--- src/tree_routing_node_engine_core_defines.svh ---
// Assertion helpers for the routing node engine.
`ifndef TREE_ROUTING_NODE_ENGINE_CORE_DEFINES_SVH
`define TREE_ROUTING_NODE_ENGINE_CORE_DEFINES_SVH
`ifndef NO_ASSERTIONS
`define TRN_ASSERT_IMP(label, clk, rst_n, ante, cons) \
  label: assert property (@(posedge clk) disable iff (!rst_n) (ante) |-> (cons)) \
    else $error("assertion failed");
`define TRN_ASSERT_NXT(label, clk, rst_n, ante, cons) \
  label: assert property (@(posedge clk) disable iff (!rst_n) (ante) |=> (cons)) \
    else $error("assertion failed");
`else
`define TRN_ASSERT_IMP(label, clk, rst_n, ante, cons)
`define TRN_ASSERT_NXT(label, clk, rst_n, ante, cons)
`endif
`endif

--- src/trn_pkg.sv ---
package trn_pkg;

  typedef enum logic [1:0] {
    ACT_UNI_RX  = 2'd0,
    ACT_UNI_TMO = 2'd1,
    ACT_BC_RX   = 2'd2,
    ACT_NONE    = 2'd3
  } trn_act_t;

  typedef enum logic [1:0] {
    MSG_REPORT = 2'd0,
    MSG_VALVE  = 2'd1,
    MSG_SAVE   = 2'd2,
    MSG_LOST   = 2'd3
  } trn_msg_t;

  localparam logic [1:0] BC_INFO    = 2'd0;
  localparam logic [1:0] BC_REQUEST = 2'd1;

  localparam logic [1:0] SEND_NONE = 2'd0;
  localparam logic [1:0] SEND_UNI  = 2'd1;
  localparam logic [1:0] SEND_BC   = 2'd2;

  localparam logic CFG_OWN_ADDR   = 1'b0;
  localparam logic CFG_SIG_OFFSET = 1'b1;

  localparam logic [15:0]        RANK_NONE   = 16'd32767;
  localparam logic signed [16:0] SIGNAL_NONE = -17'sd32767;
  localparam logic signed [7:0]  OFFSET_RST  = -8'sd45;
  localparam int                 MaxResults  = 16;

  typedef enum logic [2:0] {
    ST_IDLE,
    ST_HSCAN,
    ST_DISPATCH,
    ST_CSCAN,
    ST_FINISH,
    ST_SAVE,
    ST_EMIT
  } trn_state_t;

  typedef enum logic [1:0] {
    OP_REPORT,
    OP_VALVE,
    OP_LOST,
    OP_TIMEOUT
  } trn_op_t;

  typedef struct packed {
    logic [1:0]        action;
    logic [15:0]       peer_address;
    logic [7:0]        sequence_number;
    logic [1:0]        message_type;
    logic [15:0]       source_address;
    logic [15:0]       target_address;
    logic [15:0]       lost_address;
    logic [14:0]       sender_rank;
    logic signed [7:0] raw_signal;
    logic [31:0]       time_now;
  } trn_item_t;

  typedef struct packed {
    logic [1:0]  send_kind;
    logic [15:0] hop_addr;
    logic [1:0]  out_type;
    logic [15:0] out_target;
    logic [15:0] out_source;
    logic [15:0] out_lost;
    logic [14:0] out_rank;
    logic        valve_command;
    logic        duplicate;
    logic        last;
  } trn_res_t;

  typedef struct packed {
    logic wr_new;
    logic wr_stamp;
    logic inv;
    logic clr;
  } trn_cctl_t;

  function automatic trn_res_t trn_uni(logic [15:0] hop, logic [1:0] typ,
                                       logic [15:0] tgt, logic [15:0] src,
                                       logic [15:0] lost);
    trn_res_t r;
    r = '0;
    r.send_kind  = SEND_UNI;
    r.hop_addr   = hop;
    r.out_type   = typ;
    r.out_target = tgt;
    r.out_source = src;
    r.out_lost   = lost;
    return r;
  endfunction

endpackage

--- src/trn_in_if.sv ---
interface trn_in_if import trn_pkg::*; ();
  logic      valid;
  logic      ready;
  trn_item_t data;
  modport source (output valid, output data, input ready);
  modport sink (input valid, input data, output ready);
endinterface

--- src/trn_out_if.sv ---
interface trn_out_if import trn_pkg::*; ();
  logic     valid;
  logic     ready;
  trn_res_t data;
  modport source (output valid, output data, input ready);
  modport sink (input valid, input data, output ready);
endinterface

--- src/tree_routing_node_engine_core.sv ---
// Tree routing node engine: duplicate filter, child table and parent tracking.
// Flow: a broadcast passes dispatch and emit before its word is registered; a unicast
// from a new sender passes the history scan, dispatch, the child scan, finish and
// emit; save orders leave one a cycle while the output is not stalled.
// Throughput: one event at a time; ready returns the cycle after the final word is
// pushed; an output stall holds back that final push.
// Reset (synchronous, rst_n low): all valid bits, rank, parent and filter
// pointer return to their idle values; no clearing pass is needed.
`include "tree_routing_node_engine_core_defines.svh"
module tree_routing_node_engine_core import trn_pkg::*; #(
  parameter int HISTORY_DEPTH = 8,
  parameter int CHILD_DEPTH   = 16
) (
  input  logic        clk,
  input  logic        rst_n,
  input  logic        cfg_we,
  input  logic        cfg_index,
  input  logic [15:0] cfg_wdata,
  trn_in_if.sink      in_ch,
  trn_out_if.source   out_ch
);
  localparam int HIW = (HISTORY_DEPTH > 1) ? $clog2(HISTORY_DEPTH) : 1;
  localparam int HSW = $clog2(HISTORY_DEPTH + 1);
  localparam int CIW = (CHILD_DEPTH > 1) ? $clog2(CHILD_DEPTH) : 1;
  localparam int CSW = $clog2(CHILD_DEPTH + 1);
  localparam int RCW = $clog2(MaxResults + 1);

  // Configuration registers.
  logic [15:0]       own_r;
  logic signed [7:0] offs_r;

  always_ff @(posedge clk) begin
    if (!rst_n) begin
      own_r  <= '0;
      offs_r <= OFFSET_RST;
    end else if (cfg_we) begin
      unique case (cfg_index)
        CFG_OWN_ADDR:   own_r  <= cfg_wdata;
        CFG_SIG_OFFSET: offs_r <= cfg_wdata[7:0];
        default:        own_r  <= own_r;
      endcase
    end
  end

  // Control and working state.
  trn_state_t        state_r, state_nxt;
  trn_item_t         item_r;
  trn_op_t           op_r;
  logic [15:0]       key_r;
  logic [HSW-1:0]    hidx_r;
  logic [CSW-1:0]    cidx_r;
  logic              hit_r, free_r;
  logic [CIW-1:0]    hit_idx_r, free_idx_r;
  logic              hold_v_r;
  trn_res_t          hold_r;
  logic [RCW-1:0]    sent_r;
  logic [15:0]       save_src_r, save_lost_r;
  logic [15:0]       parent_r;
  logic [15:0]       rank_r;
  logic signed [16:0] psig_r;
  logic [HIW-1:0]    oldest_r;
  logic              out_valid_r;
  trn_res_t          out_r;

  // History row.
  logic [HISTORY_DEPTH-1:0] h_valid;
  logic [15:0]              h_sender [HISTORY_DEPTH];
  logic [7:0]               h_seq    [HISTORY_DEPTH];
  logic                     hw_en;
  logic [HIW-1:0]           hw_idx;

  for (genvar g = 0; g < HISTORY_DEPTH; g++) begin : g_hist
    trn_hist_cell u_cell (
      .clk       (clk),
      .rst_n     (rst_n),
      .wr_en     (hw_en && (hw_idx == HIW'(g))),
      .wr_sender (item_r.peer_address),
      .wr_seq    (item_r.sequence_number),
      .valid     (h_valid[g]),
      .sender    (h_sender[g]),
      .seq       (h_seq[g])
    );
  end

  // Child row.
  logic [CHILD_DEPTH-1:0] c_valid;
  logic [15:0]            c_addr [CHILD_DEPTH];
  logic [15:0]            c_hop  [CHILD_DEPTH];
  trn_cctl_t              cctl   [CHILD_DEPTH];

  for (genvar g = 0; g < CHILD_DEPTH; g++) begin : g_child
    trn_child_cell u_cell (
      .clk      (clk),
      .rst_n    (rst_n),
      .ctl      (cctl[g]),
      .wr_addr  (item_r.source_address),
      .wr_hop   (item_r.peer_address),
      .wr_stamp (item_r.time_now),
      .valid    (c_valid[g]),
      .addr     (c_addr[g]),
      .hop      (c_hop[g])
    );
  end

  // Scan taps.
  logic [HIW-1:0]    h_sel;
  logic [CIW-1:0]    c_sel;
  logic              hend, cend, h_match, c_valid_sel, c_match, c_save;
  logic              out_free, accept;
  logic signed [7:0] bsig8;
  logic signed [16:0] bsig, vsig;

  assign h_sel       = hidx_r[HIW-1:0];
  assign c_sel       = cidx_r[CIW-1:0];
  assign hend        = (hidx_r == HSW'(HISTORY_DEPTH));
  assign cend        = (cidx_r == CSW'(CHILD_DEPTH));
  assign h_match     = h_valid[h_sel] && (h_sender[h_sel] == item_r.peer_address);
  assign c_valid_sel = c_valid[c_sel];
  assign c_match     = c_valid_sel && (c_addr[c_sel] == key_r);
  assign c_save      = c_valid_sel && (c_addr[c_sel] == c_hop[c_sel]) &&
                       (sent_r < RCW'(MaxResults));
  assign out_free    = !out_valid_r || out_ch.ready;
  assign accept      = in_ch.valid && in_ch.ready;
  assign bsig8       = item_r.raw_signal + offs_r;
  assign bsig        = {{9{bsig8[7]}}, bsig8};
  assign vsig        = {{9{item_r.raw_signal[7]}}, item_r.raw_signal} +
                       {{9{offs_r[7]}}, offs_r};

  // Words staged without a table scan: a dropped repeat, a valve for this node
  // and the broadcast reply.
  trn_res_t dup_res, disp_res;

  always_comb begin
    dup_res           = '0;
    dup_res.duplicate = 1'b1;
    disp_res          = '0;
    if (item_r.action == ACT_UNI_RX && item_r.message_type == MSG_VALVE) begin
      disp_res.valve_command = 1'b1;
    end
    if (item_r.action == ACT_BC_RX) begin
      disp_res.send_kind  = SEND_BC;
      disp_res.out_source = own_r;
      disp_res.out_rank   = rank_r[14:0];
    end
  end

  // Next state.
  always_comb begin
    state_nxt = state_r;
    unique case (state_r)
      ST_IDLE: begin
        if (accept) begin
          state_nxt = (in_ch.data.action == ACT_UNI_RX) ? ST_HSCAN : ST_DISPATCH;
        end
      end
      ST_HSCAN: begin
        if (hend) begin
          state_nxt = ST_DISPATCH;
        end else if (h_match) begin
          state_nxt = (h_seq[h_sel] == item_r.sequence_number) ? ST_EMIT : ST_DISPATCH;
        end
      end
      ST_DISPATCH: begin
        priority if (item_r.action == ACT_UNI_RX) begin
          priority if (item_r.message_type == MSG_SAVE) begin
            state_nxt = ST_SAVE;
          end else if (item_r.message_type == MSG_VALVE &&
                       item_r.target_address == own_r) begin
            state_nxt = ST_EMIT;
          end else begin
            state_nxt = ST_CSCAN;
          end
        end else if (item_r.action == ACT_UNI_TMO) begin
          state_nxt = (item_r.peer_address != parent_r) ? ST_CSCAN : ST_SAVE;
        end else begin
          state_nxt = ST_EMIT;
        end
      end
      ST_CSCAN: if (cend) state_nxt = ST_FINISH;
      ST_FINISH: state_nxt = ST_EMIT;
      ST_SAVE: if (cend) state_nxt = ST_EMIT;
      ST_EMIT: if (out_free) state_nxt = ST_IDLE;
      default: state_nxt = ST_IDLE;
    endcase
  end

  // Control outputs of the sequencer.
  logic     push;
  trn_res_t push_data;
  logic     save_stall;

  assign save_stall = c_save && hold_v_r && !out_free;

  always_comb begin
    in_ch.ready = (state_r == ST_IDLE);
    push        = 1'b0;
    push_data   = hold_r;
    hw_en       = 1'b0;
    hw_idx      = oldest_r;
    for (int i = 0; i < CHILD_DEPTH; i++) begin
      cctl[i] = '0;
    end
    unique case (state_r)
      ST_HSCAN: begin
        if (hend) begin
          hw_en = 1'b1;
        end else if (h_match && h_seq[h_sel] != item_r.sequence_number) begin
          hw_en  = 1'b1;
          hw_idx = h_sel;
        end
      end
      ST_FINISH: begin
        unique case (op_r)
          OP_REPORT: begin
            if (hit_r) cctl[hit_idx_r].wr_stamp = 1'b1;
            else if (free_r) cctl[free_idx_r].wr_new = 1'b1;
          end
          OP_LOST, OP_TIMEOUT: if (hit_r) cctl[hit_idx_r].inv = 1'b1;
          default: ;
        endcase
      end
      ST_SAVE: begin
        if (cend) begin
          for (int i = 0; i < CHILD_DEPTH; i++) begin
            cctl[i].clr = 1'b1;
          end
        end else if (c_save && hold_v_r && out_free) begin
          push           = 1'b1;
          push_data.last = 1'b0;
        end
      end
      ST_EMIT: begin
        if (out_free) begin
          push           = 1'b1;
          push_data      = hold_v_r ? hold_r : '0;
          push_data.last = 1'b1;
        end
      end
      default: ;
    endcase
  end

  // Datapath registers.
  always_ff @(posedge clk) begin
    if (!rst_n) begin
      state_r  <= ST_IDLE;
      hold_v_r <= 1'b0;
      parent_r <= '0;
      rank_r   <= RANK_NONE;
      psig_r   <= SIGNAL_NONE;
      oldest_r <= '0;
    end else begin
      state_r <= state_nxt;
      unique case (state_r)
        ST_IDLE: begin
          hold_v_r <= 1'b0;
        end
        ST_HSCAN: begin
          if (hend) begin
            oldest_r <= (oldest_r == HIW'(HISTORY_DEPTH - 1)) ? '0 : oldest_r + 1'b1;
          end else if (h_match && h_seq[h_sel] == item_r.sequence_number) begin
            hold_v_r <= 1'b1;
          end
        end
        ST_DISPATCH: begin
          if (item_r.action == ACT_UNI_RX && item_r.message_type == MSG_VALVE) begin
            psig_r <= vsig;
            if (item_r.target_address == own_r) hold_v_r <= 1'b1;
          end
          if (item_r.action == ACT_BC_RX) begin
            if (item_r.message_type == BC_INFO && bsig > psig_r &&
                ({1'b0, item_r.sender_rank} + 16'd1) < rank_r) begin
              rank_r   <= {1'b0, item_r.sender_rank} + 16'd1;
              psig_r   <= bsig;
              parent_r <= item_r.source_address;
            end
            if (item_r.message_type == BC_REQUEST && rank_r != RANK_NONE) begin
              hold_v_r <= 1'b1;
            end
          end
        end
        ST_FINISH: begin
          if (op_r != OP_TIMEOUT || hit_r) hold_v_r <= 1'b1;
        end
        ST_SAVE: begin
          if (cend) begin
            rank_r <= RANK_NONE;
            psig_r <= SIGNAL_NONE;
          end else if (c_save && !save_stall) begin
            hold_v_r <= 1'b1;
          end
        end
        default: ;
      endcase
    end
  end

  // Payload registers, no reset.
  always_ff @(posedge clk) begin
    unique case (state_r)
      ST_IDLE: begin
        item_r <= in_ch.data;
        hidx_r <= '0;
        cidx_r <= '0;
        hit_r  <= 1'b0;
        free_r <= 1'b0;
        sent_r <= '0;
      end
      ST_HSCAN: begin
        hidx_r <= hidx_r + 1'b1;
        hold_r <= dup_res;
      end
      ST_DISPATCH: begin
        hold_r <= disp_res;
        if (item_r.action == ACT_UNI_TMO) begin
          op_r        <= OP_TIMEOUT;
          key_r       <= item_r.peer_address;
          save_src_r  <= own_r;
          save_lost_r <= '0;
        end else begin
          save_src_r  <= item_r.source_address;
          save_lost_r <= item_r.lost_address;
          if (item_r.message_type == MSG_REPORT) begin
            op_r  <= OP_REPORT;
            key_r <= item_r.source_address;
          end else if (item_r.message_type == MSG_VALVE) begin
            op_r  <= OP_VALVE;
            key_r <= item_r.target_address;
          end else begin
            op_r  <= OP_LOST;
            key_r <= item_r.lost_address;
          end
        end
      end
      ST_CSCAN: begin
        cidx_r <= cidx_r + 1'b1;
        if (c_match && !hit_r) begin
          hit_r     <= 1'b1;
          hit_idx_r <= c_sel;
        end
        if (!c_valid_sel && !free_r) begin
          free_r     <= 1'b1;
          free_idx_r <= c_sel;
        end
      end
      ST_FINISH: begin
        unique case (op_r)
          OP_REPORT: hold_r <= trn_uni(parent_r, MSG_REPORT, parent_r,
                                       item_r.source_address, item_r.lost_address);
          OP_VALVE: hold_r <= trn_uni(hit_r ? c_hop[hit_idx_r] : parent_r, MSG_VALVE,
                                      item_r.target_address, item_r.source_address,
                                      item_r.lost_address);
          OP_LOST: hold_r <= trn_uni(parent_r, MSG_LOST, item_r.target_address,
                                     item_r.source_address, item_r.lost_address);
          default: hold_r <= trn_uni(parent_r, MSG_LOST, parent_r, own_r,
                                     item_r.peer_address);
        endcase
      end
      ST_SAVE: begin
        // Hold the newest order back so the final one can carry last.
        if (!cend && !save_stall) begin
          cidx_r <= cidx_r + 1'b1;
          if (c_save) begin
            sent_r <= sent_r + 1'b1;
            hold_r <= trn_uni(c_hop[c_sel], MSG_SAVE, c_addr[c_sel],
                              save_src_r, save_lost_r);
          end
        end
      end
      default: ;
    endcase
  end

  // Output word register.
  always_ff @(posedge clk) begin
    if (!rst_n) begin
      out_valid_r <= 1'b0;
    end else if (push) begin
      out_valid_r <= 1'b1;
    end else if (out_ch.ready) begin
      out_valid_r <= 1'b0;
    end
  end

  always_ff @(posedge clk) begin
    if (push) out_r <= push_data;
  end

  assign out_ch.valid = out_valid_r;
  assign out_ch.data  = out_r;

  `TRN_ASSERT_IMP(a_idle_no_hold, clk, rst_n, in_ch.ready, state_r == ST_IDLE)
  `TRN_ASSERT_NXT(a_accept_busy, clk, rst_n, accept, !in_ch.ready)
  `TRN_ASSERT_IMP(a_rank_range, clk, rst_n, 1'b1, rank_r <= RANK_NONE)
  `TRN_ASSERT_IMP(a_push_free, clk, rst_n, push, out_free)
endmodule

--- src/trn_hist_cell.sv ---
module trn_hist_cell import trn_pkg::*; (
  input  logic        clk,
  input  logic        rst_n,
  input  logic        wr_en,
  input  logic [15:0] wr_sender,
  input  logic [7:0]  wr_seq,
  output logic        valid,
  output logic [15:0] sender,
  output logic [7:0]  seq
);
  logic        valid_r;
  logic [15:0] sender_r;
  logic [7:0]  seq_r;

  always_ff @(posedge clk) begin
    if (!rst_n) begin
      valid_r <= 1'b0;
    end else if (wr_en) begin
      valid_r <= 1'b1;
    end
  end

  always_ff @(posedge clk) begin
    if (wr_en) begin
      sender_r <= wr_sender;
      seq_r    <= wr_seq;
    end
  end

  assign valid  = valid_r;
  assign sender = sender_r;
  assign seq    = seq_r;
endmodule

--- src/trn_child_cell.sv ---
module trn_child_cell import trn_pkg::*; (
  input  logic        clk,
  input  logic        rst_n,
  input  trn_cctl_t   ctl,
  input  logic [15:0] wr_addr,
  input  logic [15:0] wr_hop,
  input  logic [31:0] wr_stamp,
  output logic        valid,
  output logic [15:0] addr,
  output logic [15:0] hop
);
  logic        valid_r;
  logic [15:0] addr_r;
  logic [15:0] hop_r;
  logic [31:0] stamp_r;

  always_ff @(posedge clk) begin
    if (!rst_n) begin
      valid_r <= 1'b0;
    end else if (ctl.clr || ctl.inv) begin
      valid_r <= 1'b0;
    end else if (ctl.wr_new) begin
      valid_r <= 1'b1;
    end
  end

  always_ff @(posedge clk) begin
    if (ctl.wr_new) begin
      addr_r <= wr_addr;
      hop_r  <= wr_hop;
    end
    if (ctl.wr_new || ctl.wr_stamp) begin
      stamp_r <= wr_stamp;
    end
  end

  assign valid = valid_r && (stamp_r == stamp_r);
  assign addr  = addr_r;
  assign hop   = hop_r;
endmodule
--- src/flat_wrapper.sv ---
// flat-port wrapper written by rule: the top's interface ports become plain ports
module tree_routing_node_engine_core_flat import trn_pkg::*;
#(
  parameter int HISTORY_DEPTH = 8,
  parameter int CHILD_DEPTH   = 16
)
  (clk, rst_n, cfg_we, cfg_index, cfg_wdata, in_ch_valid, in_ch_data, in_ch_ready, out_ch_valid, out_ch_data, out_ch_ready);
  trn_in_if in_ch_i ();
  trn_out_if out_ch_i ();
  input  logic clk;
  input  logic rst_n;
  input  logic cfg_we;
  input  logic cfg_index;
  input  logic [15:0] cfg_wdata;
  input wire logic [$bits(in_ch_i.valid)-1:0] in_ch_valid;
  input wire logic [$bits(in_ch_i.data)-1:0] in_ch_data;
  output wire logic [$bits(in_ch_i.ready)-1:0] in_ch_ready;
  output wire logic [$bits(out_ch_i.valid)-1:0] out_ch_valid;
  output wire logic [$bits(out_ch_i.data)-1:0] out_ch_data;
  input wire logic [$bits(out_ch_i.ready)-1:0] out_ch_ready;
  assign in_ch_i.valid = in_ch_valid;
  assign in_ch_i.data = in_ch_data;
  assign in_ch_ready = in_ch_i.ready;
  assign out_ch_valid = out_ch_i.valid;
  assign out_ch_data = out_ch_i.data;
  assign out_ch_i.ready = out_ch_ready;
  tree_routing_node_engine_core #(.HISTORY_DEPTH(HISTORY_DEPTH), .CHILD_DEPTH(CHILD_DEPTH)) u_core (.clk(clk), .rst_n(rst_n), .cfg_we(cfg_we), .cfg_index(cfg_index), .cfg_wdata(cfg_wdata), .in_ch(in_ch_i), .out_ch(out_ch_i));
endmodule
--- config.mk ---
export PLATFORM = sky130hd
export DESIGN_NAME = tree_routing_node_engine_core_flat
export DESIGN_NICKNAME = d
export VERILOG_FILES = /design/src/trn_pkg.sv /design/src/trn_in_if.sv /design/src/trn_out_if.sv /design/src/tree_routing_node_engine_core.sv /design/src/trn_hist_cell.sv /design/src/trn_child_cell.sv /design/src/flat_wrapper.sv
export VERILOG_INCLUDE_DIRS = /design/src /design/src/src
export SDC_FILE = /design/constraint.sdc
export NUM_CORES = 2
export LEC_CHECK = 0
export BUFFER_PORTS_ARGS = -buffer_cell sky130_fd_sc_hd__buf_2
export CAP_MARGIN = 20
export CORE_MARGIN = 5
export CORE_UTILIZATION = 34
export DETAILED_ROUTE_END_ITERATION = 10
export GPL_TIMING_DRIVEN = 0
export PLACE_DENSITY_LB_ADDON = 0.1
export SLEW_MARGIN = 20
export SYNTH_ARGS = -nofsm -noshare
export SYNTH_HDL_FRONTEND = slang
export SYNTH_SLANG_ARGS = --single-unit
--- constraint.sdc ---
create_clock -name clk -period 8.72 [get_ports clk]
set_clock_uncertainty 0.1 [all_clocks]
set_input_delay 2.18 -clock clk [delete_from_list [all_inputs] [get_ports clk]]
set_output_delay 2.18 -clock clk [all_outputs]
set_load 0.02 [all_outputs]
### After elaboration in Yosys (flattened, before gate mapping)

Index checks and enable logic that the tools add are counted.

| storage, ports and cells | value |
|---|---|
| bits in registers | 1154 |
| word-level logic and storage cells | 432 |
| bits of input ports | 153 |

| operators by class | value |
|---|---|
| reduce and logical (&&, ||, !) cells | 100 |
| mux-type cells | 139 |
| equality and inequality tests | 48 |
| bitwise gates (word level) | 6 |
| $lt $le $gt $ge | 11 |
| $add $sub $neg | 7 |

Operator list:

| operator | number |
|---|---|
| 86-bit two-way mux | 4 |
| 86-bit one-hot mux with 4 select lines | 1 |
| 16-bit two-way mux | 17 |
| 84-bit one-hot mux with 3 select lines | 1 |
| 16-bit binary-select mux with 4-bit select | 3 |
| 64-bit two-way mux | 2 |
| 64-bit one-hot mux with 2 select lines | 1 |
| 3-bit two-way mux | 33 |
| 85-bit two-way mux | 1 |
| 17-bit two-way mux | 4 |
| 16-bit equality test | 4 |
| 62-bit two-way mux | 1 |
| 16-bit binary-select mux with 3-bit select | 1 |
| 4-bit demux with 4-bit select | 3 |
| 1-bit one-hot mux with 2 select lines | 20 |
| 17-bit one-hot mux with 2 select lines | 1 |
| 2-bit OR reduction | 17 |
| 16-bit one-hot mux with 2 select lines | 1 |
| 1-bit logical AND | 29 |
| 1-bit two-way mux | 25 |
| 8-bit binary-select mux with 3-bit select | 1 |
| 3-bit equality test, second input constant | 8 |
| 2-bit by 1-bit inequality test with 1-bit output, second input constant | 12 |
| 3-bit one-hot mux with 7 select lines | 1 |
| 53 further kinds | 120 |

### Longest topological paths before layout

| depth | value |
|---|---|
| depth after elaboration | 14 |
| mapped depth | 20 |

### Hierarchy

Synthesis repeated with hierarchy kept, for this count alone.

| second synthesis, totals | value |
|---|---|
| cell total of the unflattened synthesis | 3161 |
| area total of the unflattened synthesis | 51094.0 µm² |

By module, submodules not included:

| module | cells an instance | sequential area each (µm²) | instances | area an instance (µm²) |
|---|---|---|---|---|
| tree_routing_node_engine_core | 2393 | 12912.4 | 1 | 29112.9 |
| trn_child_cell | 35 | 980.9 | 16 | 999.7 |
| trn_hist_cell | 26 | 740.7 | 8 | 748.2 |

### Worst setup path before layout

No wires, ideal clock.

| path | value |
|---|---|
| path type | flip-flop to flip-flop |
| start | register u_core.cidx_r[0] |
| end | register u_core.hold_r[10] (netlist bit) (enable) |
| required time | 8041 ps |
| arrival time | 6984 ps |
| library setup time | 579 ps |
| path slack | 1057 ps |
| cell stages (with the launch flop) | 11 |
| path through | edfxtp_1 buf_2 buf_4 buf_2 mux4_2 a221oi_1 xor2_1 nand4_1 nor3_1 nand3_1 a31oi_1 |

| on the way | value |
|---|---|
| word-level cells in the longest chain between the ends | 13 |

RTL lines:

| what | line | text |
|---|---|---|
| start: declaration | tree_routing_node_engine_core.sv:51 | `logic [CSW-1:0] cidx_r;` |
| start signal: assignment | tree_routing_node_engine_core.sv:336 | `cidx_r <= cidx_r + 1'b1;` |
| start signal: assignment | tree_routing_node_engine_core.sv:362 | `cidx_r <= cidx_r + 1'b1;` |
| 4-bit NOT with 5-bit output (implied by the code) | tree_routing_node_engine_core.sv:120 | `assign c_save = c_valid_sel && (c_addr[c_sel] == c_hop[c_sel]) &&` |
| 16-bit binary-select mux with 4-bit select | tree_routing_node_engine_core.sv:120 |  |
| 16-bit two-way mux (implied by the code) (2 in series) | tree_routing_node_engine_core.sv:120 |  |
| 16-bit equality test | tree_routing_node_engine_core.sv:120 |  |
| 1-bit logical AND (2 in series) | tree_routing_node_engine_core.sv:120 |  |
| 1-bit logical AND (2 in series) | tree_routing_node_engine_core.sv:192 | `assign save_stall = c_save && hold_v_r && !out_free;` |
| 1-bit zero test | tree_routing_node_engine_core.sv:361 | `if (!cend && !save_stall) begin` |
| 1-bit logical AND | tree_routing_node_engine_core.sv:361 |  |
| 2-bit by 1-bit inequality test with 1-bit output (no source line) | - |  |
| 3-bit AND reduction (no source line) (*) | - |  |
| end signal: assignment | tree_routing_node_engine_core.sv:353 | `OP_LOST: hold_r <= trn_uni(parent_r, MSG_LOST, item_r.target_address,` |
| end signal: assignment | tree_routing_node_engine_core.sv:355 | `default: hold_r <= trn_uni(parent_r, MSG_LOST, parent_r, own_r,` |
| end signal: assignment | tree_routing_node_engine_core.sv:365 | `hold_r <= trn_uni(c_hop[c_sel], MSG_SAVE, c_addr[c_sel],` |
| end: declaration | tree_routing_node_engine_core.sv:55 | `trn_res_t hold_r;` |

Every way passes the cells marked *; elsewhere a longest branch is shown, timed or not. The select of a mux whose other input is x is not followed.
A chain may end at the register's enable or synchronous reset.

### Worst setup path after layout

| path | value |
|---|---|
| start | register u_core.cidx_r[1] |
| end | register u_core.hold_r[58] (netlist bit) (enable) |

The elaborated chain is that of the path after synthesis.

==> metrics.yaml <==
run_status:
  status: "finished clean"
clock_network:
  cts_resized: 0
  hold_buffers: 0
  cts_max_level: 4
  cts_num_sinks: 1153
  cts_setup_buffers: 0
  cts_max_path_buffers: 3
  cts_buffers: 134
  clk_latency_ns: 0.76
  cts-root-buf: "clkbuf_16"
  cts_tree: "yes"
  path_clk_slew_ns: 0.05
worst_setup_path:
  critPathMostFrequentCell: "buf_16"
  path_class: "flop to flop"
  required_ns: 9.07
  slowest_stage: "nor3_1"
  cpPeakStageDelay_ns: 0.93
  cp-start-kind: "flop"
  end_kind: "flop"
  critical_path_peak_fanout: 24
  path_cells: "buf_2, clkbuf_1, clkbuf_1, mux4_2, a221oi_1, xor2_1, nand4_1, nor3_1, nand3_1, a31oi_4, buf_16, buf_16, buf_16, buf_16, buf_16"
  arrival_ns: 7.51
floorplan:
  core_mm2: 0.144
  initial_core_util_pct: 34.2
  ios: 241
  die_w_um: 390
  fp.dieH_um: 390
  rows: 139
  design.die.area_mm2: 0.152
logic_synthesis:
  async_reset_ff_share_pct: 0
  synth.distinct_cells: 71
  synth_edf_count: 1048
  yosys.area.top_type: "edfxtp_1"
  ys.flop_type: "edfxtp_1"
  synth_fp_nets: 3249
  synth_top_area_share_pct: 63.9
  synth_area_leaders: "edfxtp_1, mux4_2, dfxtp_1"
  ys_seq_elements: 1153
  synth_area_per_cell_um2: 16.2
  yosysWarnings: 0
  netlist_area_mm2: 0.0492
  synth_seq_area_share_pct: 68.2
  netlist_instances: 3047
global_route:
  busiest_layer: "met2"
  met3_usage_pct: 4.52
  grt_max_degree: 68
  grt-ovfl-total: 0
  grt_pass1_vias: 30500
  groute.usage.overall_pct: 21.0
  grt_pass1_wl_mm: 228
  use_met2_pct: 33.7
  grt_antenna_before_repair: 10
  grtUsageMet1_pct: 28.9
power:
  p_int_uw: 12600
  p_sw_share_pct: 34.5
  p_switching_uw: 6640
  p_clk_share_pct: 28.0
  leakage_uw: 0.0199
  seq_power_share_pct: 42.7
  power_density_mw_per_mm2: 327
  power_frac_comb_pct: 29.4
  finalPower_uw: 19200
  peakVddDrop_v: 0.000210
layout:
  layout.area.seq_mm2: 0.0336
  nets: 3685
  drive_gt1_share_pct: 23.9
  multi_input_area_mm2: 0.0148
  stdcell_area_mm2: 0.0587
  syn_to_final_growth_pct: 19.3
  fillers: 13000
timing:
  hold_viol: 0
  min_period_over_period_pct: 82.1
  fin_crit_ns: 7.16
  slew_headroom_pct: 20.6
  finalMaxSlewViolations: 0
  worstMarginPinSlew_ns: 1.18
  setup_violations: 0
  max_clock_freq_ghz: 0.140
  rsz0062_at_grt: "no"
detailed_routing:
  wirelength_mm: 162
  vias: 29800
  drc: 0
  drt_iter0_markers: 3039
  via_per_inst: 5.43
  ant_nets: 0
  wire_per_inst_um: 29.5
  drt_pass1_iterations: 9
place:
  hpwlAfterDp_mm: 116
  place_area_mm2: 0.0545
  port_buffers: 208
  globalplace.congestion: 0.881
run:
  max_cap_viol_count: 0
min_path:
  min_path_type: "flop to flop"
==> per-layer routing <==
metal	up-vias	part of all wire, %
met5	-	0.015
met4	4	2.9
met3	243	7.0
met2	1197	47
met1	15500	43
li1	12900	-
==> cell usage in the layout, fill, tap and decap left out, drive strengths merged, types with 31 or more instances in the layout <==
master / count
edfxtp: 1048
buf: 355
clkbuf: 288
mux4: 243
nand2: 214
nor2: 201
a21oi: 116
mux2i: 112
and2: 107
dfxtp: 105
inv: 89
xnor2: 51
o21ai: 51
xor2: 49
ha: 48
clkinv: 41
a22oi: 36
nand3: 32
nor4: 32
nor3: 31
==> worst max-delay path: cells and delay by family, from the launching register on <==
kind | cells | cell delay, ns
XOR/XNOR | 1 | 0.20
flip-flops | 1 | 0.43
AO/OA/AOI/OAI | 2 | 1.31
multiplexers | 1 | 0.44
AND/OR/NAND/NOR | 3 | 1.51
buffers and inverters | 8 | 2.82
==> layout make-up <==
| class | instances | area share, % |
|---|---|---|
| Clock inverter | 57 | 0.797 |
| Multi-Input combinational cell | 1650 | 25.2 |
| Buffer | 163 | 1.34 |
| Antenna cell | 2 | 0.00852 |
| Clock buffer | 180 | 6.29 |
| Sequential cell | 1153 | 57.2 |
| Inverter | 81 | 0.530 |
| Tap cell | 1903 | 4.05 |
| Timing Repair Buffer | 300 | 4.57 |
==> stage by stage <==
stage	setup TNS (ns)	instances	hold WS (ns)	worst slack (ns)	util, %
after floorplan	0	3047	0.335	1.06	-
after global placement	-380.96	5158	0.357	-4.31	36.6
after detailed placement	0	5248	0.368	1.62	37.9
after CTS	0	5485	0.375	1.65	40.8
after global routing	0	5488	0.408	1.56	40.8
final	0	5489	0.371	1.56	40.8
==> path summary, 6_finish.rpt <==
| path | slack, ns | endpoint | cells past startpoint | from |
|---|---|---|---|---|
| hold / removal | 0.37 | u_core.rank_r[15] | 2 | u_core.rank_r[15] |
| hold reg to reg | 0.37 | u_core.rank_r[15] | 2 | u_core.rank_r[15] |
| setup reg to reg | 1.56 | u_core.hold_r[58] | 15 | u_core.cidx_r[1] |
| setup / recovery | 1.56 | u_core.hold_r[58] | 15 | u_core.cidx_r[1] |
==> registers in the layout (all words and copies together), names as in the netlist, 17 cells and up <==
signal	cells
u_core.g_child.u_cell.addr	256
u_core.g_child.u_cell.hop	256
u_core.g_hist.u_cell.sender	128
u_core.g_hist.u_cell.seq	64
u_core.hold_r	85
u_core.item_r	99
u_core.out_ch.data	86
u_core.psig_r	17
==> cells by family after synthesis <==
group | Yosys count | synth area share, %
DFF | 1153 | 68.2
adders and majority gates | 49 | 1.26
and+or+nand+nor | 744 | 7.44
muxes | 378 | 13.9
xor gates and xnor gates | 100 | 1.78
AOI/OAI and AO/OA | 379 | 5.19
buffers and inverters | 244 | 2.19
==> power groups by stage <==
stage / Combinational, µW / Sequential [µW] / Clock, µW
after global routing: 6080 / 8280 / 5760
after detailed placement: 5620 / 8350 / 0
after global placement: 4980 / 8710 / 0
final: 5640 / 8210 / 5380
after floorplan: 3280 / 8050 / 0
after CTS: 5640 / 8240 / 5510
==> Yosys cell counts, types with 23 or more instances <==
cell type / instances
mux2_2: 23
a211oi_1: 25
nor2_1: 201
nand2_1: 214
nor3_1: 30
a22oi_1: 36
nor4_1: 26
clkbuf_1: 105
o21ai_0: 49
edfxtp_1: 1048
nand3_1: 29
and3_1: 29
and2_1: 107
dfxtp_1: 105
mux4_2: 241
inv_1: 80
ha_1: 48
xor2_1: 49
a21oi_1: 116
nand4_1: 29
xnor2_1: 51
mux2i_1: 112
Power figures use the tool's default switching activity.
